$ cat config.mk
export PLATFORM = sky130hd
export DESIGN_NAME = ppg_ramp
export DESIGN_NICKNAME = d
export VERILOG_FILES = /design/src/hw/rtl/ppg_pkg.sv /design/src/hw/rtl/ppg_ramp.sv
export SDC_FILE = /design/constraint.sdc
export NUM_CORES = 1
export LEC_CHECK = 0
export BUFFER_PORTS_ARGS = -buffer_cell sky130_fd_sc_hd__buf_2
export CORE_UTILIZATION = 55
export CTS_CLUSTER_SIZE = 25
export DETAILED_ROUTE_END_ITERATION = 8
export PLACE_DENSITY = 0.73
export SYNTH_ARGS = -nofsm -noshare
export SYNTH_HDL_FRONTEND = slang
export SYNTH_SLANG_ARGS = --single-unit
$ cat constraint.sdc
create_clock -name clock -period 7.72 [get_ports clock]
set_input_delay 1.544 -clock clock [delete_from_list [all_inputs] [get_ports clock]]
set_output_delay 1.544 -clock clock [all_outputs]
set_load 0.03 [all_outputs]
$ cat src/hw/rtl/ppg_pkg.sv
// Shared types, constants and trigonometry helpers for the plasma pixel generator.
// Depends on nothing; every other file in hw/rtl imports it.
`timescale 1ns / 1ps
`default_nettype none

package ppg_pkg;

   // Request codes carried on req_type.
   localparam logic REQ_TICK  = 1'b0;
   localparam logic REQ_PIXEL = 1'b1;

   // Configuration register indexes.
   localparam int unsigned CSR_INDEX_W = 2;
   localparam logic [CSR_INDEX_W-1:0] CSR_START_COLOUR = 2'd0;
   localparam logic [CSR_INDEX_W-1:0] CSR_END_COLOUR   = 2'd1;

   // Field widths.
   localparam int unsigned COORD_W     = 6;
   localparam int unsigned COLOUR_W    = 24;
   localparam int unsigned CHANNEL_W   = 8;
   localparam int unsigned NUM_CHANNELS = 3;
   localparam int unsigned INDEX_OUT_W = 8;

   // Palette size default.
   localparam int unsigned COLOURS_DEFAULT = 256;

   // Phase counters run over degrees 0..359.
   localparam int unsigned PHASE_W    = 9;
   localparam logic [PHASE_W-1:0] PHASE_LAST   = 9'd359;
   localparam logic [PHASE_W-1:0] PHASE_FULL   = 9'd360;
   localparam logic [PHASE_W-1:0] PHASE_HALF   = 9'd180;
   localparam logic [PHASE_W-1:0] PHASE_3QTR   = 9'd270;
   localparam logic [PHASE_W-1:0] PHASE_QUARTER = 9'd90;

   // Q1.15 trig samples and Q7.16 amplitudes.
   localparam int unsigned TRIG_W = 16;
   localparam int unsigned AMP_W  = 24;
   localparam logic signed [AMP_W-1:0] ROW_AMP_RESET = 24'sd3866624;  // 59.0
   localparam logic signed [AMP_W-1:0] COL_AMP_RESET = 24'sd655360;   // 10.0
   localparam logic signed [AMP_W-1:0] ROW_AMP_BASE  = 24'sd1310720;  // 20.0
   localparam logic signed [AMP_W-1:0] COL_AMP_BASE  = 24'sd655360;   // 10.0
   localparam logic signed [AMP_W-1:0] AMP_GAIN      = 24'sd78;       // 39.0 scaled to Q16/Q15

   // Plasma term arithmetic: Q31 terms, Q16 magnitudes, integer product.
   localparam int unsigned TERM_W     = 42;
   localparam logic signed [TERM_W-1:0] ROW_OFFSET = 42'sd4294967296;  // 2.0 in Q31
   localparam logic signed [TERM_W-1:0] COL_OFFSET = 42'sd6442450944;  // 3.0 in Q31
   localparam int unsigned MAG_SHIFT  = 15;
   localparam int unsigned MAG_W      = 22;
   localparam int unsigned PLASMA_SHIFT = 32;
   localparam int unsigned PLASMA_W   = 12;
   localparam int unsigned MOD_SHIFT  = 2 * PLASMA_W;

   // Quarter-wave sine table, 0..90 degrees.
   localparam int unsigned QTR_DEPTH = 91;
   localparam int unsigned QTR_IDX_W = $clog2(QTR_DEPTH);
   localparam int unsigned QTR_W     = 15;
   localparam logic [63:0] PI_Q30    = 64'd3373259426;

   typedef logic [QTR_W-1:0] quarter_table_type [0:QTR_DEPTH-1];

   typedef struct packed {
      logic [PHASE_W-1:0]      sine_phase;
      logic [PHASE_W-1:0]      cosine_phase;
      logic signed [AMP_W-1:0] row_amplitude;
      logic signed [AMP_W-1:0] column_amplitude;
   } phase_state_type;

   // Taylor series in Q30, rounded to Q15 and clipped below one.
   function automatic quarter_table_type build_quarter_sine();
      quarter_table_type tbl;
      logic [63:0]        x;
      logic [63:0]        x2;
      logic [63:0]        term;
      logic signed [63:0] sum;
      logic signed [63:0] v;
      for (int d = 0; d < QTR_DEPTH; d++) begin
         x = (64'(d) * PI_Q30) / 64'd180;
         x2 = (x * x) >> 30;
         term = x;
         sum = signed'(x);
         for (int k = 1; k <= 8; k++) begin
            term = (term * x2) >> 30;
            // Each new term is divided by (2k)(2k+1).
            case (k)
               1:       term = term / 64'd6;
               2:       term = term / 64'd20;
               3:       term = term / 64'd42;
               4:       term = term / 64'd72;
               5:       term = term / 64'd110;
               6:       term = term / 64'd156;
               7:       term = term / 64'd210;
               default: term = term / 64'd272;
            endcase
            if ((k & 1) != 0) begin
               sum = sum - signed'(term);
            end else begin
               sum = sum + signed'(term);
            end
         end
         if (sum < 0) begin
            sum = 64'sd0;
         end
         v = (sum + 64'sd16384) >>> 15;
         if (v > 64'sd32767) begin
            v = 64'sd32767;
         end
         tbl[d] = v[QTR_W-1:0];
      end
      return tbl;
   endfunction

   localparam quarter_table_type QUARTER_SINE = build_quarter_sine();

   // Sine of an angle in 0..359 degrees, Q1.15, folded onto the quarter table.
   function automatic logic signed [TRIG_W-1:0] sine_q15(input logic [PHASE_W-1:0] deg);
      logic [QTR_IDX_W-1:0] idx;
      logic                 neg;
      logic signed [TRIG_W-1:0] mag;
      if (deg <= PHASE_QUARTER) begin
         idx = QTR_IDX_W'(deg);
         neg = 1'b0;
      end else if (deg <= PHASE_HALF) begin
         idx = QTR_IDX_W'(PHASE_HALF - deg);
         neg = 1'b0;
      end else if (deg <= PHASE_3QTR) begin
         idx = QTR_IDX_W'(deg - PHASE_HALF);
         neg = 1'b1;
      end else begin
         idx = QTR_IDX_W'(PHASE_FULL - deg);
         neg = 1'b1;
      end
      mag = signed'({1'b0, QUARTER_SINE[idx]});
      return neg ? -mag : mag;
   endfunction

   // Cosine as the sine a quarter turn ahead.
   function automatic logic signed [TRIG_W-1:0] cosine_q15(input logic [PHASE_W-1:0] deg);
      logic [PHASE_W-1:0] ahead;
      ahead = (deg >= PHASE_3QTR) ? (deg - PHASE_3QTR) : (deg + PHASE_QUARTER);
      return sine_q15(ahead);
   endfunction

endpackage

`default_nettype wire

$ cat src/hw/rtl/ppg_ramp.sv
// Five-stage palette pipeline: modulo reduction, ramp position, channel blend
// and division by the half palette; the last stage is the result register.
// Depends on ppg_pkg.
`timescale 1ns / 1ps
`default_nettype none

module ppg_ramp #(
   parameter int unsigned COLOURS = ppg_pkg::COLOURS_DEFAULT
) (
   input  logic                            clock,
   input  logic                            reset,
   input  logic                            in_valid,
   output logic                            in_ready,
   input  logic [ppg_pkg::PLASMA_W-1:0]    in_plasma,
   input  logic [ppg_pkg::COLOUR_W-1:0]    start_colour,
   input  logic [ppg_pkg::COLOUR_W-1:0]    end_colour,
   output logic                            out_valid,
   input  logic                            out_ready,
   output logic [ppg_pkg::CHANNEL_W-1:0]   out_red,
   output logic [ppg_pkg::CHANNEL_W-1:0]   out_green,
   output logic [ppg_pkg::CHANNEL_W-1:0]   out_blue,
   output logic [ppg_pkg::INDEX_OUT_W-1:0] out_colour_index
);
   import ppg_pkg::*;

   localparam int unsigned STAGES = 5;

   // Modulo by reciprocal: exact for every plasma value below 2^PLASMA_W.
   localparam longint unsigned MOD_RECIP =
      ((64'd1 << MOD_SHIFT) + 64'(COLOURS) - 64'd1) / 64'(COLOURS);
   localparam int unsigned MOD_PROD_W = PLASMA_W + MOD_SHIFT;
   localparam int unsigned IDX_W      = $clog2(COLOURS);

   // Ramp position and division by the half palette, also by reciprocal.
   localparam int unsigned HALF       = COLOURS / 2;
   localparam int unsigned K_W        = $clog2(HALF + 1);
   localparam int unsigned NUM_W      = CHANNEL_W + K_W;
   localparam int unsigned DIV_SHIFT  = 2 * CHANNEL_W - 7 + 2 * $clog2(HALF);
   localparam int unsigned DIV_RECIP_W = DIV_SHIFT - $clog2(HALF) + 2;
   localparam longint unsigned DIV_RECIP =
      ((64'd1 << DIV_SHIFT) + 64'(HALF) - 64'd1) / 64'(HALF);
   localparam int unsigned DIV_PROD_W = NUM_W + DIV_RECIP_W;

   logic [STAGES-1:0] valid_ff;
   logic [STAGES-1:0] valid_in;
   logic [STAGES-1:0] stage_ready;
   logic [STAGES-1:0] load;

   // Stage 1: quotient estimate.
   logic [MOD_PROD_W-1:0] mod_product;
   logic [PLASMA_W-1:0]   quot_ff, quot_in;
   logic [PLASMA_W-1:0]   plasma1_ff;
   // Stage 2: palette index.
   logic [PLASMA_W-1:0]   rem;
   logic [IDX_W-1:0]      index2_ff, index2_in;
   // Stage 3: ramp weights.
   logic [K_W-1:0]         up_ff, up_in;
   logic [K_W-1:0]         down_ff, down_in;
   logic [INDEX_OUT_W-1:0] index3_ff;
   // Stage 4: blended numerators.
   logic [CHANNEL_W-1:0]   start_ch [NUM_CHANNELS];
   logic [CHANNEL_W-1:0]   end_ch   [NUM_CHANNELS];
   logic [NUM_W-1:0]       num_ff   [NUM_CHANNELS];
   logic [NUM_W-1:0]       num_in   [NUM_CHANNELS];
   logic [INDEX_OUT_W-1:0] index4_ff;
   // Stage 5: result word.
   logic [DIV_PROD_W-1:0]  div_product [NUM_CHANNELS];
   logic [CHANNEL_W-1:0]   chan_ff [NUM_CHANNELS];
   logic [CHANNEL_W-1:0]   chan_in [NUM_CHANNELS];
   logic [INDEX_OUT_W-1:0] index5_ff;

   // Each stage moves on when it is empty or the stage after it moves.
   always_comb begin
      stage_ready[STAGES-1] = !valid_ff[STAGES-1] || out_ready;
      for (int s = STAGES - 2; s >= 0; s--) begin
         stage_ready[s] = !valid_ff[s] || stage_ready[s+1];
      end
   end

   assign valid_in = {valid_ff[STAGES-2:0], in_valid};
   assign load     = stage_ready & valid_in;

   always_ff @(posedge clock) begin
      if (reset) begin
         valid_ff <= '0;
      end else begin
         for (int s = 0; s < STAGES; s++) begin
            if (stage_ready[s]) begin
               valid_ff[s] <= valid_in[s];
            end
         end
      end
   end

   // Quotient of the plasma value by the palette size.
   always_comb begin
      mod_product = MOD_PROD_W'(in_plasma) * MOD_PROD_W'(MOD_RECIP);
      quot_in     = mod_product[MOD_SHIFT +: PLASMA_W];
   end

   // Remainder, with one corrective subtract.
   always_comb begin
      rem = PLASMA_W'(plasma1_ff - PLASMA_W'(quot_ff * COLOURS));
      if ((PLASMA_W + 1)'(rem) >= (PLASMA_W + 1)'(COLOURS)) begin
         rem = PLASMA_W'(rem - PLASMA_W'(COLOURS));
      end
      index2_in = IDX_W'(rem);
   end

   // Triangular ramp: rises over the lower half, falls over the upper half.
   always_comb begin
      if (index2_ff < IDX_W'(HALF)) begin
         up_in = K_W'(index2_ff + 1);
      end else begin
         up_in = K_W'(COLOURS - 1 - index2_ff);
      end
      down_in = K_W'(HALF) - up_in;
   end

   // Weighted sum of start and end colours per channel, red first.
   always_comb begin
      for (int c = 0; c < NUM_CHANNELS; c++) begin
         start_ch[c] = start_colour[(NUM_CHANNELS - 1 - c) * CHANNEL_W +: CHANNEL_W];
         end_ch[c]   = end_colour[(NUM_CHANNELS - 1 - c) * CHANNEL_W +: CHANNEL_W];
         num_in[c]   = NUM_W'(start_ch[c]) * NUM_W'(down_ff)
                     + NUM_W'(end_ch[c]) * NUM_W'(up_ff);
      end
   end

   // Division by the half palette.
   always_comb begin
      for (int c = 0; c < NUM_CHANNELS; c++) begin
         div_product[c] = DIV_PROD_W'(num_ff[c]) * DIV_PROD_W'(DIV_RECIP);
         chan_in[c]     = div_product[c][DIV_SHIFT +: CHANNEL_W];
      end
   end

   always_ff @(posedge clock) begin
      if (load[0]) begin
         quot_ff    <= quot_in;
         plasma1_ff <= in_plasma;
      end
      if (load[1]) begin
         index2_ff <= index2_in;
      end
      if (load[2]) begin
         up_ff     <= up_in;
         down_ff   <= down_in;
         index3_ff <= INDEX_OUT_W'(index2_ff);
      end
      if (load[3]) begin
         num_ff    <= num_in;
         index4_ff <= index3_ff;
      end
      if (load[4]) begin
         chan_ff   <= chan_in;
         index5_ff <= index4_ff;
      end
   end

   assign in_ready         = stage_ready[0];
   assign out_valid        = valid_ff[STAGES-1];
   assign out_red          = chan_ff[0];
   assign out_green        = chan_ff[1];
   assign out_blue         = chan_ff[2];
   assign out_colour_index = index5_ff;

endmodule

`default_nettype wire
==> results of run 1 <==
cell type report:
cell class                      count  area [sq um]
Clock inverter                      7          83.8
Timing Repair Buffer               97           495
Tap cell                          378           473
Antenna cell                        2          5.00
Fill cell                        2384         11100
Clock buffer                        9           225
Inverter                          380          1430
Multi-Input combinational cell    998         11000
Sequential cell                   108          3190
worst paths after layout:
path,cells after the start,to,from
max,18,num_ff[29],start_colour[12]
min reg2reg,0,out_red[3],num_ff[42]
min,0,out_red[3],num_ff[42]
max reg2reg,15,num_ff[14],down_ff[2]
Yosys cell counts, types with 2 or more instances:
cell type,count
nand2_1,149
inv_1,380
nor2_1,17
ha_1,173
fa_1,276
clkbuf_1,34
nand2b_1,3
xor2_1,11
nor2_2,2
o21ai_0,10
nand4_1,6
xnor2_1,46
a21oi_1,12
or3_1,2
a21o_1,5
a211oi_1,2
edfxtp_1,103
nand3_1,4
dfxtp_1,5
nor2b_1,4
a31oi_1,5
a2111oi_0,3
o21a_1,4
nor4_1,2
nor3_1,3
and2_1,238
registers in the layout, summed over array words and instances (netlist names):
| name | cells |
|---|---|
| num_ff | 24 |
| index2_ff | 8 |
| index3_ff | 8 |
| index4_ff | 8 |
| out_blue | 8 |
| out_colour_index | 8 |
| out_green | 8 |
| out_red | 8 |
| plasma1_ff | 8 |
| up_ff | 8 |
| down_ff | 7 |
| valid_ff | 5 |
cells by family after synthesis:
group,Yosys count
flip-flops,108
XOR/XNOR,59
adder cells (fa/ha/maj),449
AND/OR/NAND/NOR,436
AO/OA/AOI/OAI,54
buffers and inverters,415
per-stage QoR:
stage	area, sq um	utilization, %
2_1_floorplan	15700	-
3_3_place_gp	16500	59.2
3_5_place_dp	16500	59.2
4_1_cts	16800	60.3
5_1_grt	16800	60.3
6_report	16900	60.3
worst register-to-register path, delay by kind of cell, from the launching register on:
| family | cells | cell delay (ns) |
|---|---|---|
| fa+ha+maj | 7 | 3.29 |
| buf+inv | 1 | 0.05 |
| simple gates | 1 | 0.21 |
| compound gates | 5 | 1.08 |
| xor+xnor | 1 | 0.13 |
| flops | 1 | 1.15 |
power by group through the flow:
stage / Combinational (mW) / Clock, mW / Sequential, mW
after floorplan: 3.73 / 0 / 1.04
after global placement: 4.56 / 0 / 1.05
after detailed placement: 4.71 / 0 / 1.06
after CTS: 4.74 / 0.501 / 1.04
after global routing: 5.41 / 0.522 / 1.05
final: 4.68 / 0.489 / 1.04
routing by layer:
metal | GRT usage [%] | routed length, um | up-vias
li1 | - | - | 4696
met1 | 30.6 | 13600 | 5254
met2 | 41.8 | 15900 | 245
met3 | 4.40 | 1610 | 42
met4 | 6.52 | 554 | 2
met5 | 0 | 13 | -
==> results.py, run 1 <==
metrics = {
    "detailed_routing": {
        "wl_per_cell_um": 16.1,
        "wl_um": 31800,
        "initialDrtViolationCount": 399,
        "drcViolationCount": 0,
        "final_antenna_net_count": 0,
        "vias": 10200,
        "via_per_inst": 5.17,
        "first_pass_iters": 5,
    },
    "place": {
        "gp_congestion": 0.819,
        "dp_cells": 1961,
        "dp_slack_ns": 1.00,
        "place_hpwl_um": 24600,
        "port_buffers": 93,
    },
    "clock_network": {
        "postCtsSetupRepairBufs": 0,
        "cts_resized": 0,
        "htreeDepth": 3,
        "cts_buffers": 9,
        "cts_root_buf": "clkbuf_16",
        "cts_tree": "built",
        "cts_hold_buf": 0,
        "clk_pin_slew_ns": 0.09,
        "cts_buffer_depth": 2,
        "clock_latency_ns": 0.37,
        "cts_sinks": 108,
    },
    "power_and_ir_drop": {
        "p_leak_nw": 8.25,
        "ir_drop_mv": 0.407,
        "p_switching_mw": 2.86,
        "power.density_nw_per_um2": 369,
        "swShare_pct": 46.1,
        "power_frac_seq_pct": 16.8,
        "fin_total_pwr_mw": 6.21,
        "combPwrFrac_pct": 75.4,
        "internal-power_mw": 3.35,
        "p_clk_share_pct": 7.9,
    },
    "synthesis": {
        "synth_top_area_share_pct": 35.2,
        "synth_edf_count": 103,
        "synth-seq-cells": 108,
        "synth_fa_ha_area_share_pct": 49.0,
        "yosys_warnings": 0,
        "yosys.area_share.simple_pct": 14.8,
        "ys_types": 48,
        "synth_top_family_by_area": "adder cells",
        "syn_inst": 1521,
        "synth_compound_area_share_pct": 2.50,
        "ys_async_sr_fraction_pct": 0,
        "ys_top_cells_by_area": "fa_1, edfxtp_1, ha_1",
        "avgSynthCellArea_sq_um": 10.3,
        "synthMuxAreaShare_pct": 0,
        "synth_xor_xnor_area_share_pct": 3.39,
        "synth_nets": 2034,
        "synth_flop_cell": "edfxtp_1",
        "synth_area_sq_um": 15700,
        "synth_area_leader_cell": "fa_1",
        "synth-seq-area-share_pct": 20.4,
    },
    "cells_and_area": {
        "area_growth_pct": 7.45,
        "final_common_cell": "inv_1",
        "nets": 2107,
        "final_cell_mix": "inv_1, fa_1, and2_1",
        "drive_above_1_share_pct": 8.19,
        "fin_cells": 1979,
    },
    "flow_run": {
        "cap_violations": 0,
    },
    "floorplanning": {
        "core_region_area_sq_um": 27900,
        "placementRows": 61,
        "die-area_sq_um": 29200,
        "start_util_pct": 56.2,
        "ios": 98,
        "die_w_um": 171,
        "die_h_um": 171,
    },
    "sta": {
        "report.final.slew_viol_count": 0,
        "hold_ws_ns": 0.420,
        "hold_viol": 0,
        "rsz0062_at_grt": "no",
        "relSlewSlack_pct": 14.9,
        "final-setup-viol-count": 0,
        "worst_pin_slew_ns": 1.27,
        "timing.setup.tns_ns": 0,
        "max_freq_mhz": 159,
        "min_period_ns": 6.30,
        "setup_ws_ns": 1.42,
        "finClkSkew_ns": 0.0146,
        "fin_crit_sh_pct": 81.6,
    },
    "grt": {
        "grt_max_degree": 34,
        "grt_pass1_wl_um": 53600,
        "grt_overflow_total": 0,
        "antenna_found_initial": 4,
        "track_usage_pct": 24.0,
        "grt_pass1_vias": 11100,
    },
    "setup_path": {
        "r2r_setup_slack_ns": 1.57,
        "worst_path_max_delay_cell": "fa_1",
        "path_cells": "buf_2 -> nand2_1 -> fa_1 -> fa_1 -> fa_1 -> inv_1 -> fa_1 -> fa_1 -> inv_1 -> fa_1 -> inv_1 -> ha_1 -> o21ai_0 -> a21oi_1 -> a221oi_2 -> o21bai_1 -> a21oi_1 -> xnor2_1",
        "crit_fanout": 8,
        "arrival_ns": 6.42,
        "worst-setup-path-type": "input port to register",
        "worstPathRequired_ns": 7.84,
        "worst_setup_path_start_kind": "input port",
        "crit_path_end_kind": "register",
        "crit_top_cell": "fa_1",
        "slowest_delay_ns": 0.55,
        "crit_buf_inv": 4,
        "cp_top_family": "adder cells",
    },
    "outcome": {
        "outcome": "finished clean",
    },
    "worst_hold_path": {
        "hold_path_class": "register to register",
    },
}
No activity file was read; power rests on OpenSTA's default activity.
==> run 2: changes to the inputs <==
==> constraint.sdc (replaced) <==
create_clock -name clock -period 6.34 [get_ports clock]
set_input_delay 1.268 -clock clock [delete_from_list [all_inputs] [get_ports clock]]
set_output_delay 1.268 -clock clock [all_outputs]
set_load 0.03 [all_outputs]
==> run 2 against run 1 <==
Net effect: first-iteration DRC count grew 22%; flip-flop and latch count is the same; via count grew 0.84%; critical endpoint unchanged; non-clock buffer count grew 37; utilization grew 0.98 points; largest power group unchanged.
==> results.py, run 2 (same netlist as run 1, synthesis figures left out) <==
metrics = {
    "power_and_ir_drop": {
        "power.density_nw_per_um2": 450,
        "internal-power_mw": 4.20,
        "power_frac_seq_pct": 16.4,
        "ir_drop_mv": 0.536,
        "p_switching_mw": 3.51,
        "p_leak_nw": 8.42,
        "combPwrFrac_pct": 76.0,
        "p_clk_share_pct": 7.5,
        "swShare_pct": 45.5,
        "fin_total_pwr_mw": 7.71,
    },
    "cells_and_area": {
        "largest_reg_flops": 24,
        "area_growth_pct": 9.19,
        "drive_above_1_share_pct": 10.3,
        "fin_cells": 2016,
        "largest_register": "num_ff",
        "final_cell_mix": "inv_1, fa_1, and2_1",
        "nets": 2144,
        "final_common_cell": "inv_1",
        "fin_area_sq_um": 17100,
    },
    "grt": {
        "antenna_found_initial": 4,
        "grt_pass1_wl_um": 53800,
        "grt_max_degree": 33,
        "track_usage_pct": 24.0,
        "grt_overflow_total": 0,
        "grt_pass1_vias": 11200,
    },
    "detailed_routing": {
        "final_antenna_net_count": 0,
        "wl_per_cell_um": 15.7,
        "vias": 10300,
        "via_per_inst": 5.12,
        "initialDrtViolationCount": 486,
        "drcViolationCount": 0,
        "first_pass_iters": 5,
        "wl_um": 31700,
    },
    "sta": {
        "report.final.slew_viol_count": 0,
        "max_freq_mhz": 167,
        "worst_pin_slew_ns": 1.21,
        "rsz0062_at_grt": "no",
        "finClkSkew_ns": 0.0131,
        "hold_ws_ns": 0.423,
        "min_period_ns": 6.00,
        "hold_viol": 0,
        "final-setup-viol-count": 0,
        "fin_crit_sh_pct": 94.7,
        "setup_ws_ns": 0.338,
        "relSlewSlack_pct": 19.4,
    },
    "clock_network": {
        "clk_pin_slew_ns": 0.07,
        "cts_root_buf": "clkbuf_16",
        "htreeDepth": 3,
        "cts_hold_buf": 0,
        "cts_tree": "built",
        "cts_buffer_depth": 2,
        "postCtsSetupRepairBufs": 0,
        "cts_resized": 0,
        "cts_buffers": 9,
        "cts_sinks": 108,
        "clock_latency_ns": 0.37,
    },
    "setup_path": {
        "worst-setup-path-type": "input port to register",
        "crit_fanout": 6,
        "crit_path_end_kind": "register",
        "arrival_ns": 6.12,
        "worst_setup_path_start_kind": "input port",
        "worstPathRequired_ns": 6.46,
    },
    "place": {
        "dp_slack_ns": -0.0946,
        "place_hpwl_um": 25800,
        "placed_area_sq_um": 16800,
        "dp_cells": 1998,
        "gp_congestion": 0.828,
        "port_buffers": 93,
    },
    "floorplanning": {
        "ios": 98,
        "die-area_sq_um": 29200,
        "die_w_um": 171,
        "placementRows": 61,
        "start_util_pct": 56.2,
        "core_region_area_sq_um": 27900,
        "die_h_um": 171,
    },
    "outcome": {
        "outcome": "finished clean",
    },
    "flow_run": {
        "cap_violations": 0,
    },
    "worst_hold_path": {
        "hold_path_class": "register to register",
    },
}
## run 2: final timing paths
check,slack (ns),endpoint,cells past startpoint,start
worst max register to register,0.39,num_ff[29],15,up_ff[2]
worst min register to register,0.42,out_colour_index[7],0,index4_ff[7]
worst max-delay path,0.34,num_ff[29],20,start_colour[12]
worst min-delay path,0.42,out_colour_index[7],0,index4_ff[7]
## run 2: worst max-delay path, stage by stage
cell	delay [ns]
buf_2	0.15
buf_4	0.14
and2_1	0.16
fa_1	0.48
ha_1	0.29
inv_1	0.05
fa_1	0.50
inv_1	0.06
fa_1	0.50
fa_1	0.50
inv_1	0.05
fa_1	0.47
inv_1	0.04
ha_1	0.28
inv_1	0.06
o221ai_1	0.22
a221oi_2	0.46
o21bai_1	0.17
a21oi_1	0.20
xnor2_1	0.08
## run 2: power by group through the flow
stage / registers, mW / logic (mW) / clock network, mW
after global placement: 1.28 / 5.70 / 0
after CTS: 1.27 / 5.93 / 0.597
after floorplan: 1.26 / 4.54 / 0
after detailed placement: 1.28 / 5.89 / 0
final: 1.26 / 5.86 / 0.581
after global routing: 1.27 / 6.77 / 0.618
## run 2: per-layer routing
| layer | routed length (um) | vias up | track usage, % |
|---|---|---|---|
| met5 | 23 | - | 0 |
| met4 | 699 | 4 | 6.64 |
| met3 | 1530 | 44 | 3.93 |
| met2 | 15900 | 253 | 42.2 |
| met1 | 13600 | 5250 | 30.8 |
| li1 | - | 4774 | - |
## run 2: metrics by stage
stage                     utilization (%)  setup TNS [ns]
after global routing                 61.3               0
final                                61.3               0
after global placement               60.2         -0.0346
after CTS                            61.3               0
after detailed placement             60.2          -0.164
after floorplan                         -               0
## run 2: cell type report
type	count	area, sq um
Multi-Input combinational cell	998	11000
Fill cell	2311	10800
Sequential cell	108	3190
Inverter	380	1430
Timing Repair Buffer	134	773
Tap cell	378	473
Clock buffer	10	239
Clock inverter	6	65.1
Antenna cell	2	5.00
==> run 3: changes to the inputs <==
--- a/config.mk
+++ b/config.mk
@@ -6,10 +6,10 @@
 export NUM_CORES = 1
 export LEC_CHECK = 0
 export BUFFER_PORTS_ARGS = -buffer_cell sky130_fd_sc_hd__buf_2
-export CORE_UTILIZATION = 55
+export CORE_UTILIZATION = 50
 export CTS_CLUSTER_SIZE = 25
 export DETAILED_ROUTE_END_ITERATION = 8
-export PLACE_DENSITY = 0.73
+export PLACE_DENSITY_LB_ADDON = 0.2
 export SYNTH_ARGS = -nofsm -noshare
 export SYNTH_HDL_FRONTEND = slang
 export SYNTH_SLANG_ARGS = --single-unit
==> run 3 against run 2 <==
Net effect: the run now ends with design-rule violations left; routed wire length is essentially flat; sequential share of layout area down 0.080 points; clock power up 6.5%; largest cell class unchanged; largest power group unchanged; highest routed layer is now met4.
==> results.py, run 3 (same netlist as run 1, synthesis figures left out) <==
metrics = {
    "clock_network": {
        "postCtsSetupRepairBufs": 0,
        "cts_tree": "built",
        "cts_buffer_depth": 2,
        "cts_hold_buf": 0,
        "cts_sinks": 108,
        "clk_pin_slew_ns": 0.09,
        "cts_root_buf": "clkbuf_16",
        "htreeDepth": 3,
        "cts_resized": 0,
        "clock_latency_ns": 0.39,
        "cts_buffers": 9,
    },
    "cells_and_area": {
        "area_growth_pct": 9.66,
        "fillers": 2784,
        "final_util_pct": 55.9,
        "final_common_cell": "inv_1",
        "largest_register": "num_ff",
        "nets": 2147,
        "final_cell_mix": "inv_1, fa_1, and2_1",
        "drive_above_1_share_pct": 10.4,
        "largest_reg_flops": 24,
    },
    "grt": {
        "grt_max_degree": 33,
        "track_usage_pct": 22.3,
        "grt_use_met2_pct": 38.4,
        "grt_pass1_wl_um": 54400,
        "top_usage_layer": "met2",
        "met1_usage_pct": 28.9,
        "grt_pass1_vias": 10900,
        "met3_usage_pct": 3.73,
        "antenna_found_initial": 1,
        "grt_overflow_total": 0,
    },
    "setup_path": {
        "worst-setup-path-type": "input port to register",
        "worstPathRequired_ns": 6.48,
        "crit_fanout": 8,
        "crit_path_end_kind": "register",
        "cp_top_family": "adder cells",
        "rr_worst_depth": 16,
        "worst_path_max_delay_cell": "fa_1",
        "cp_num_cells": 16,
        "crit_top_cell": "fa_1",
        "path_cells": "buf_2 -> nand2_1 -> fa_1 -> fa_1 -> fa_1 -> inv_1 -> fa_1 -> fa_1 -> fa_1 -> ha_1 -> a2111oi_0 -> o21ai_1 -> o211ai_2 -> o311ai_4 -> a41oi_2 -> xnor2_1",
        "arrival_ns": 6.10,
        "worst_setup_path_start_kind": "input port",
        "crit_buf_inv": 2,
        "slowest_delay_ns": 0.55,
    },
    "sta": {
        "worst_pin_slew_ns": 1.11,
        "fin_crit_sh_pct": 94.0,
        "relSlewSlack_pct": 26.0,
        "hold_viol": 0,
        "finClkSkew_ns": 0.0114,
        "rsz0062_at_grt": "no",
        "min_period_ns": 5.96,
        "report.final.slew_viol_count": 0,
        "max_freq_mhz": 168,
        "final-setup-viol-count": 0,
    },
    "floorplanning": {
        "start_util_pct": 51.0,
        "ios": 98,
        "die-area_sq_um": 32100,
        "die_w_um": 179,
        "core_region_area_sq_um": 30700,
        "die_h_um": 179,
        "placementRows": 64,
    },
    "place": {
        "port_buffers": 93,
        "gp_congestion": 0.829,
        "place_hpwl_um": 26100,
    },
    "detailed_routing": {
        "wl_per_cell_um": 15.6,
        "drcViolationCount": 10,
        "wl_um": 31700,
        "initialDrtViolationCount": 405,
        "vias": 10100,
        "via_per_inst": 4.95,
        "first_pass_iters": 7,
        "final_antenna_net_count": 0,
    },
    "flow_run": {
        "cap_violations": 0,
    },
    "outcome": {
        "outcome": "finished with violations",
        "violations": "design-rule violations",
    },
    "power_and_ir_drop": {
        "power.density_nw_per_um2": 440,
        "ir_drop_mv": 0.560,
        "p_leak_nw": 8.45,
        "fin_total_pwr_mw": 7.57,
    },
    "worst_hold_path": {
        "hold_path_class": "register to register",
        "whs_path_depth": 0,
    },
}
-- run 3: through the flow --
stage	instance area [sq um]	TNS [ns]	std cells	worst slack [ns]	hold slack [ns]
after global routing	17200	0	2036	0.192	0.428
final	17200	0	2036	0.378	0.416
after global placement	16900	0	2019	0.00699	0.401
after detailed placement	16900	-0.0685	2019	-0.0477	0.405
after CTS	17200	0	2035	0.388	0.415
after floorplan	15700	0	1521	0.462	0.400
-- run 3: worst register-to-register path, cell delays in order, from the launching register on --
cell and delay (ns):
edfxtp_1 0.83, buf_4 0.28, nand2_1 0.08, fa_1 0.54
fa_1 0.44, fa_1 0.52, inv_1 0.06, fa_1 0.55
fa_1 0.42, fa_1 0.44, ha_1 0.22, a2111oi_0 0.41
o21ai_1 0.17, o211ai_2 0.16, o311ai_4 0.18, a41oi_2 0.24
xnor2_1 0.09
-- run 3: layer usage --
metal	part of all wire, %	vias up	wire length (um)
li1	-	4781	-
met1	43	5084	13600
met2	51	175	16100
met3	4.3	37	1360
met4	2.1	0	669
met5	0	-	0
-- run 3: final timing paths --
path / from / endpoint / slack, ns
max: start_colour[5] / num_ff[14] / 0.38
min: num_ff[11] / out_blue[4] / 0.42
max reg2reg: down_ff[5] / num_ff[14] / 0.46
min reg2reg: num_ff[11] / out_blue[4] / 0.42
-- run 3: cell type report --
type                       instances  area, sq um  area share (%)
timing repair buffer             137          808            4.70
tap                              396          495            2.88
multi-input combinational        998        11000            63.7
sequential                       108         3190            18.6
clock inverter                     6         72.6           0.422
antenna                            1         2.50          0.0145
inverter                         380         1430            8.29
clock buffer                      10          250            1.45
-- run 3: power by group --
group | switching (mW) | internal, mW | total (mW)
clock network | 0.313 | 0.306 | 0.619
logic | 3.01 | 2.68 | 5.69
registers | 0.0454 | 1.22 | 1.26
total | 3.37 | 4.20 | 7.57
